$ cat config.mk
export PLATFORM = sky130hd
export DESIGN_NAME = sem_ctrl
export DESIGN_NICKNAME = d
export VERILOG_FILES = /design/src/rtl/core/sem_pkg.sv /design/src/rtl/core/sem_ctrl.sv
export SDC_FILE = /design/constraint.sdc
export NUM_CORES = 1
export LEC_CHECK = 0
export ABC_AREA = 1
export BUFFER_PORTS_ARGS = -buffer_cell sky130_fd_sc_hd__buf_2
export CELL_PAD_IN_SITES_DETAIL_PLACEMENT = 0
export CELL_PAD_IN_SITES_GLOBAL_PLACEMENT = 2
export CORE_AREA = 2 2 45 47
export CTS_BUF_LIST = sky130_fd_sc_hd__clkbuf_8 sky130_fd_sc_hd__clkbuf_16
export DETAILED_ROUTE_END_ITERATION = 16
export DIE_AREA = 0 0 47 49
export HOLD_SLACK_MARGIN = 0.12
export PLACE_DENSITY_LB_ADDON = 0.1
export SLEW_MARGIN = 25
export SYNTH_ARGS = -nofsm -noshare
export SYNTH_HDL_FRONTEND = slang
export SYNTH_SLANG_ARGS = --single-unit
$ cat constraint.sdc
create_clock -name aclk -period 0.8 [get_ports aclk]
set_input_delay 0.08 -clock aclk [delete_from_list [all_inputs] [get_ports aclk]]
set_output_delay 0.08 -clock aclk [all_outputs]
set_load 0.01 [all_outputs]
$ cat src/rtl/core/sem_pkg.sv
// ----------------------------------------------------------------------------
// sem_pkg
// Shared types and constants of the Sobel edge magnitude unit.
// ----------------------------------------------------------------------------
package sem_pkg;

    localparam int unsigned CH_W       = 8;
    localparam int unsigned NUM_CH     = 3;
    localparam int unsigned PIX_W      = CH_W * NUM_CH;
    localparam int unsigned GRAD_W     = 11;
    localparam int unsigned SQ_W       = 22;
    localparam int unsigned ROOT_W     = 9;
    localparam int unsigned STEP_W     = 4;
    localparam int unsigned ROW_W      = 17;
    localparam int unsigned CFG_W      = 16;
    localparam int unsigned FW_CFG_W   = 11;
    localparam int unsigned FH_CFG_W   = 16;

    localparam logic [SQ_W-1:0]     SAT_LIMIT   = SQ_W'(65280);
    localparam logic [CH_W-1:0]     EDGE_MAX    = 8'd255;
    localparam logic [STEP_W-1:0]   TOP_STEP    = STEP_W'(ROOT_W - 1);
    localparam logic [FW_CFG_W-1:0] FW_RESET    = 11'd1024;
    localparam logic [FH_CFG_W-1:0] FH_RESET    = 16'd768;

    localparam logic REG_FRAME_WIDTH  = 1'b0;
    localparam logic REG_FRAME_HEIGHT = 1'b1;

    localparam logic CMD_PIXEL = 1'b0;
    localparam logic CMD_FLUSH = 1'b1;

    typedef enum logic [2:0] {
        ST_IDLE,
        ST_EXEC,
        ST_SQUARE,
        ST_SQRT,
        ST_ROUND
    } sem_state_t;

    typedef struct packed {
        logic load;
        logic exec;
        logic square;
        logic sqrt_step;
        logic out_load;
    } sem_cmd_t;

    typedef struct packed {
        logic skip;
        logic valid;
        logic sqrt_last;
    } sem_status_t;

endpackage

$ cat src/rtl/core/sem_ctrl.sv
// ----------------------------------------------------------------------------
// sem_ctrl
// Item sequencer: accept, window update, squares, root steps, result.
// ----------------------------------------------------------------------------
module sem_ctrl
    import sem_pkg::*;
(
    input  logic        aclk,
    input  logic        aresetn,
    input  logic        s_tvalid,
    output logic        s_tready,
    output logic        m_tvalid,
    input  logic        m_tready,
    input  sem_status_t status,
    output sem_cmd_t    cmd,
    output sem_state_t  state
);

    sem_state_t state_reg, state_next;
    logic       m_valid_reg, m_valid_next;
    logic       out_free;

    assign out_free = !m_valid_reg || m_tready;

    always_comb begin
        state_next = state_reg;
        unique case (state_reg)
            ST_IDLE: begin
                if (s_tvalid) begin
                    state_next = ST_EXEC;
                end
            end
            ST_EXEC: begin
                if (status.skip || !status.valid) begin
                    state_next = ST_IDLE;
                end else begin
                    state_next = ST_SQUARE;
                end
            end
            ST_SQUARE: state_next = ST_SQRT;
            ST_SQRT: begin
                if (status.sqrt_last) begin
                    state_next = ST_ROUND;
                end
            end
            ST_ROUND: begin
                if (out_free) begin
                    state_next = ST_IDLE;
                end
            end
            default: state_next = ST_IDLE;
        endcase
    end

    always_comb begin
        cmd      = '0;
        s_tready = 1'b0;
        unique case (state_reg)
            ST_IDLE: begin
                s_tready = 1'b1;
                cmd.load = s_tvalid;
            end
            ST_EXEC:   cmd.exec = !status.skip;
            ST_SQUARE: cmd.square = 1'b1;
            ST_SQRT:   cmd.sqrt_step = 1'b1;
            ST_ROUND:  cmd.out_load = out_free;
            default:   cmd = '0;
        endcase
    end

    always_comb begin
        m_valid_next = m_valid_reg;
        if (cmd.out_load) begin
            m_valid_next = 1'b1;
        end else if (m_tready) begin
            m_valid_next = 1'b0;
        end
    end

    always_ff @(posedge aclk) begin
        if (!aresetn) begin
            state_reg   <= ST_IDLE;
            m_valid_reg <= 1'b0;
        end else begin
            state_reg   <= state_next;
            m_valid_reg <= m_valid_next;
        end
    end

    assign m_tvalid = m_valid_reg;
    assign state    = state_reg;

endmodule

==> results.py, run 1 <==
metrics = {
    "clocking": {
        "cts_sinks": 4,
        "clk_pin_slew_ps": 40,
        "cts_root_buffer": "clkbuf_8",
        "cts_tree": "yes",
        "cts_inserted_buffers": 3,
        "clock_path_buffers": 2,
        "cts_htree_levels": 1,
        "clk_latency_ps": 220,
    },
    "floorplanning": {
        "die_y_um": 49,
        "start_util_pct": 15.1,
        "ioPinCount": 17,
        "die_x_um": 47,
        "die-area_mm2": 0.00230,
        "placementRows": 16,
        "core-area_mm2": 0.00184,
    },
    "hold_path": {
        "min_to": "state[2]",
        "hold_path_class": "input pin to flip-flop",
        "whs_path_depth": 3,
        "hp-start": "status[0]",
    },
    "setup_path": {
        "start_kind": "flip-flop",
        "crit_path_end_kind": "output pin",
        "critPathKind": "flip-flop to output pin",
        "cp_max_fo": 6,
        "required_ps": 720,
        "max_stage_delay_ps": 370,
        "r2r_end": "state[2]",
        "reg2reg_slack_ps": -200,
        "crit_chain": "nor4_4 -> buf_2",
        "reg2reg_depth": 5,
        "worstPathArrival_ps": 1030,
        "crit_path_top_delay_cell": "dfxtp_4",
        "reg2reg_from": "state[1]",
    },
    "route": {
        "drc": 0,
        "ant_nets": 0,
        "vias": 335,
        "first_pass_iters": 2,
        "finalWirelength_um": 885,
        "avgRoutedWirePerCell_um": 9.32,
        "drt_iter0_drc": 3,
        "via_per_inst": 3.53,
    },
    "yosys": {
        "ys_warn_count": 0,
        "synth_area_leaders": "dfxtp_1, inv_1, nor2_1",
        "yosys.area.top_type": "dfxtp_1",
        "synth_cell_types": 14,
        "synthCells": 44,
        "syn_area_um2": 279,
        "ys_seq_area_share_pct": 28.7,
        "synth.net_count": 51,
        "syn_area_per_cell_um2": 6.34,
        "netlist.area_leader.share_pct": 28.7,
        "ys_ff_latch": 4,
    },
    "outcome": {
        "outcome": "finished with violations",
        "violations": "setup timing",
    },
    "sta": {
        "period_share_pct": 138,
        "tightest_slew_ps": 180,
        "skew_ps": 5.74,
        "layout_min_cycle_time_ps": 1110,
        "slew_headroom_pct": 87.9,
        "hold_viol": 0,
        "rsz0062_at_grt": "yes",
        "finalSetupViolations": 12,
        "fin_tns_setup_ps": -2250,
        "setup_ws_ps": -306,
        "max_clock_freq_mhz": 904,
        "slew_viol_final": 0,
    },
    "placement": {
        "place_hpwl_um": 691,
        "port-buffer-count": 16,
        "gp_congestion": 0.670,
        "post_dp_cell_area_um2": 403,
        "dp.cells": 85,
        "dpl_worst_slack_ps": -126,
    },
    "grt": {
        "grt_max_degree": 8,
        "grt.met1_usage_pct": 8.91,
        "grt.total_usage_pct": 8.66,
        "grt_antenna_before_repair": 0,
        "overflow": 0,
        "grt_pass1_vias": 327,
        "met3_usage_pct": 4.07,
        "grt_pass1_wl_um": 1380,
        "grt_use_met2_pct": 13.5,
        "busiest_layer": "met2",
    },
    "power": {
        "irDropWorstVdd_v": 0.000670,
        "finalPower_mw": 0.869,
        "p_per_area_mw_per_mm2": 1530,
        "p_leak_nw": 0.295,
    },
    "layout": {
        "syn_to_final_growth_pct": 104,
        "diodes": 0,
        "nets": 76,
        "stdcell_count": 95,
        "drive_above_1_share_pct": 63.2,
        "design_area_um2": 568,
        "largest_register_ffs": 3,
    },
    "run": {
        "drv_cap": 0,
    },
}
synth_stat cells, drive strengths merged:
cell / n
nand2: 8
nand3: 5
a31oi: 1
dfxtp: 4
nor4: 1
inv: 10
nand3b: 1
nor2: 11
buf: 2
a21oi: 1
critical path: cells and delay by family (launching register included):
family                 cells  cell delay [ps]
buffers and inverters      1              170
flip-flops                 1              370
AND/OR/NAND/NOR            1              260
power breakdown:
group          leakage (nW)  switching, mW  internal [mW]
clock network        0.0269          0.108          0.327
logic                 0.234         0.0974          0.108
registers            0.0347         0.0229          0.205
total                 0.295          0.228          0.641
routing by layer:
metal	up-vias	part of all wire, %	wire [um]
met4	0	0	0
met5	-	0	0
li1	178	-	-
met3	0	10	90
met2	13	52	461
met1	144	38	332
final cells by class:
type	count	area, um^2
clock buffers	3	41.3
clock inverters	1	3.75
fillers	213	1270
inverters	10	40.0
multi-input cells	28	196
flip-flops and latches	4	91.3
well taps	27	33.8
repair buffers	22	161
worst max-delay path by stage:
| stage | end | slack (ps) | start |
|---|---|---|---|
| after global routing | cmd[3] | -350 | state[1] |
| final | cmd[3] | -310 | state[1] |
| after CTS | cmd[3] | -290 | state[1] |
| after floorplan | state[1] | -80 | state[2] |
| after global placement | state[2] | -140 | state[1] |
| after detailed placement | state[2] | -130 | state[1] |
cell families after synthesis:
logic type / Yosys count / share of synthesized area [%]
buf+inv: 12 / 18.8
compound gates: 2 / 4.04
flops: 4 / 28.7
simple gates: 26 / 48.4
placed cells by master (no fill, tap or decap):
cell type / n
a21oi_1: 1
a31oi_1: 1
buf_2: 13
buf_4: 1
buf_6: 7
clkbuf_8: 3
dfxtp_1: 1
dfxtp_4: 3
dlygate4sd3_1: 1
inv_1: 9
inv_2: 1
inv_4: 1
nand2_1: 4
nand2_2: 4
nand3_1: 3
nand3_2: 1
nand3_4: 1
nand3b_1: 1
nor2_1: 4
nor2_2: 4
nor2_4: 3
nor4_4: 1
metrics by stage:
step	hold slack, ps	utilization, %
2_1_floorplan	177	-
3_3_place_gp	326	21.9
3_5_place_dp	330	21.9
4_1_cts	127	28.5
5_1_grt	160	30.8
6_report	129	30.8
timing repair:
item / CTS / global route
setup endpoints to repair: 13 / 13
hold endpoints to repair: 1 / 0
pin swaps: 3 / 4
buffers inserted: 3 / 2
hold buffers: 1 / 0
gates resized for setup: 10 / 6
No activity file was read; power rests on OpenSTA's default activity.
==> inputs of run 2 (changes only) <==
--- a/config.mk
+++ b/config.mk
@@ -15,6 +15,7 @@
 export DIE_AREA = 0 0 47 49
 export HOLD_SLACK_MARGIN = 0.12
 export PLACE_DENSITY_LB_ADDON = 0.1
+export SETUP_SLACK_MARGIN = 0.15
 export SLEW_MARGIN = 25
 export SYNTH_ARGS = -nofsm -noshare
 export SYNTH_HDL_FRONTEND = slang
==> results.py, run 2 (synthesis results as in run 1) <==
metrics = {
    "layout": {
        "nets": 79,
        "mostFrequentLayoutCell": "buf_2",
        "syn_to_final_growth_pct": 119,
        "drive_above_1_share_pct": 76.1,
        "stdcell_count": 98,
        "diodes": 0,
        "layout_common_cells": "buf_2, inv_1, buf_6, buf_4",
        "largest_register_ffs": 3,
        "final_util_pct": 33.2,
        "design_area_um2": 611,
    },
    "setup_path": {
        "cp-startpoint": "state[1]",
        "reg2reg_from": "state[2]",
        "required_ps": 720,
        "r2r_end": "state[2]",
        "worstPathArrival_ps": 1010,
        "crit_path_end_kind": "output pin",
        "reg2reg_depth": 5,
        "crit_end": "cmd[2]",
        "cp_max_fo": 6,
        "critPathKind": "flip-flop to output pin",
        "start_kind": "flip-flop",
        "reg2reg_slack_ps": -220,
    },
    "sta": {
        "finalSetupViolations": 13,
        "fin_tns_setup_ps": -2560,
        "max_clock_freq_mhz": 913,
        "rsz0062_at_grt": "yes",
        "layout_min_cycle_time_ps": 1090,
        "skew_ps": 2.74,
        "period_share_pct": 137,
        "tightest_slew_ps": 171,
        "setup_ws_ps": -295,
        "hold_viol": 0,
        "slew_viol_final": 0,
        "slew_headroom_pct": 88.5,
    },
    "clocking": {
        "clk_pin_slew_ps": 40,
        "cts_inserted_buffers": 3,
        "clock_path_buffers": 2,
        "clk_latency_ps": 220,
        "cts_htree_levels": 1,
        "cts_tree": "yes",
        "cts_sinks": 4,
        "cts_root_buffer": "clkbuf_8",
    },
    "placement": {
        "gp_congestion": 0.654,
        "post_dp_cell_area_um2": 423,
        "dpl_worst_slack_ps": -145,
        "place_hpwl_um": 695,
        "dp.cells": 87,
        "port-buffer-count": 16,
    },
    "route": {
        "ant_nets": 0,
        "drt_iter0_drc": 4,
        "drc": 0,
        "via_per_inst": 3.78,
        "finalWirelength_um": 927,
        "vias": 370,
        "avgRoutedWirePerCell_um": 9.46,
        "first_pass_iters": 2,
    },
    "floorplanning": {
        "die_y_um": 49,
        "core-area_mm2": 0.00184,
        "die_x_um": 47,
        "ioPinCount": 17,
        "start_util_pct": 15.1,
        "placementRows": 16,
        "die-area_mm2": 0.00230,
    },
    "outcome": {
        "outcome": "finished with violations",
        "violations": "setup timing",
    },
    "grt": {
        "grt_max_degree": 8,
        "overflow": 0,
        "grt.total_usage_pct": 9.11,
        "grt_pass1_wl_um": 1550,
        "grt_antenna_before_repair": 0,
        "grt_pass1_vias": 361,
    },
    "hold_path": {
        "hold_path_class": "input pin to flip-flop",
    },
    "power": {
        "p_leak_nw": 0.313,
        "p_per_area_mw_per_mm2": 1460,
        "irDropWorstVdd_v": 0.000841,
    },
    "run": {
        "drv_cap": 0,
    },
}
## run 2: changes by cell type in the layout (fill, tap and decap cells not counted), moves of 2 or more
cell,previous run,this run
buf_2,13,11
buf_4,1,7
nand2_1,4,2
nand3_2,1,3
## run 2: routing by layer
layer / wire length (um) / global-route usage [%] / vias to the layer above
met4: 13 / 2.78 / 0
met2: 459 / 13.9 / 17
met1: 373 / 12.1 / 163
met3: 81 / 2.59 / 2
met5: 0 / 0 / -
li1: - / - / 188
## run 2: worst min-delay path by stage
stage / start / endpoint / slack (ps) / cells past startpoint
finish: aresetn / state[1] / 80 / 3
global route: aresetn / state[1] / 110 / 3
CTS: aresetn / state[1] / 90 / 3
detailed placement: aresetn / state[1] / 310 / 3
global placement: aresetn / state[1] / 320 / 3
floorplan: aresetn / state[1] / 180 / 2
## run 2: repair_timing
action                                 in CTS  in global routing
setup endpoints to repair                  14                 14
pin swaps                                   6                  2
endpoints found under the hold margin       1                  1
buffers inserted                            3                  4
resized for setup                          18                  3
## run 2: power by group
part | switching, mW | internal [mW] | leakage [nW]
clock network | 0.118 | 0.328 | 0.0269
registers | 0.0202 | 0.205 | 0.0352
logic | 0.105 | 0.114 | 0.250
## run 2: worst max-delay path: stages, from the launching register on
cell and delay [ps]:
dfxtp_4 390, buf_4 130, nand2_4 50, nor2_4 110, buf_6 110
## run 2: per-stage QoR
| stage | hold WS [ps] | power, mW |
|---|---|---|
| final | 84.4 | 0.891 |
| after CTS | 86.0 | 0.880 |
| after floorplan | 177 | 0.314 |
| after global placement | 316 | 0.381 |
| after global routing | 109 | 0.935 |
| after detailed placement | 312 | 0.376 |
## run 2: layout make-up
type | count | area [um^2]
tap | 27 | 33.8
sequential | 4 | 92.6
clock buffer | 3 | 41.3
clock inverter | 1 | 3.75
fill | 207 | 1230
timing repair buffer | 25 | 186
inverter | 10 | 42.5
multi-input combinational | 28 | 210
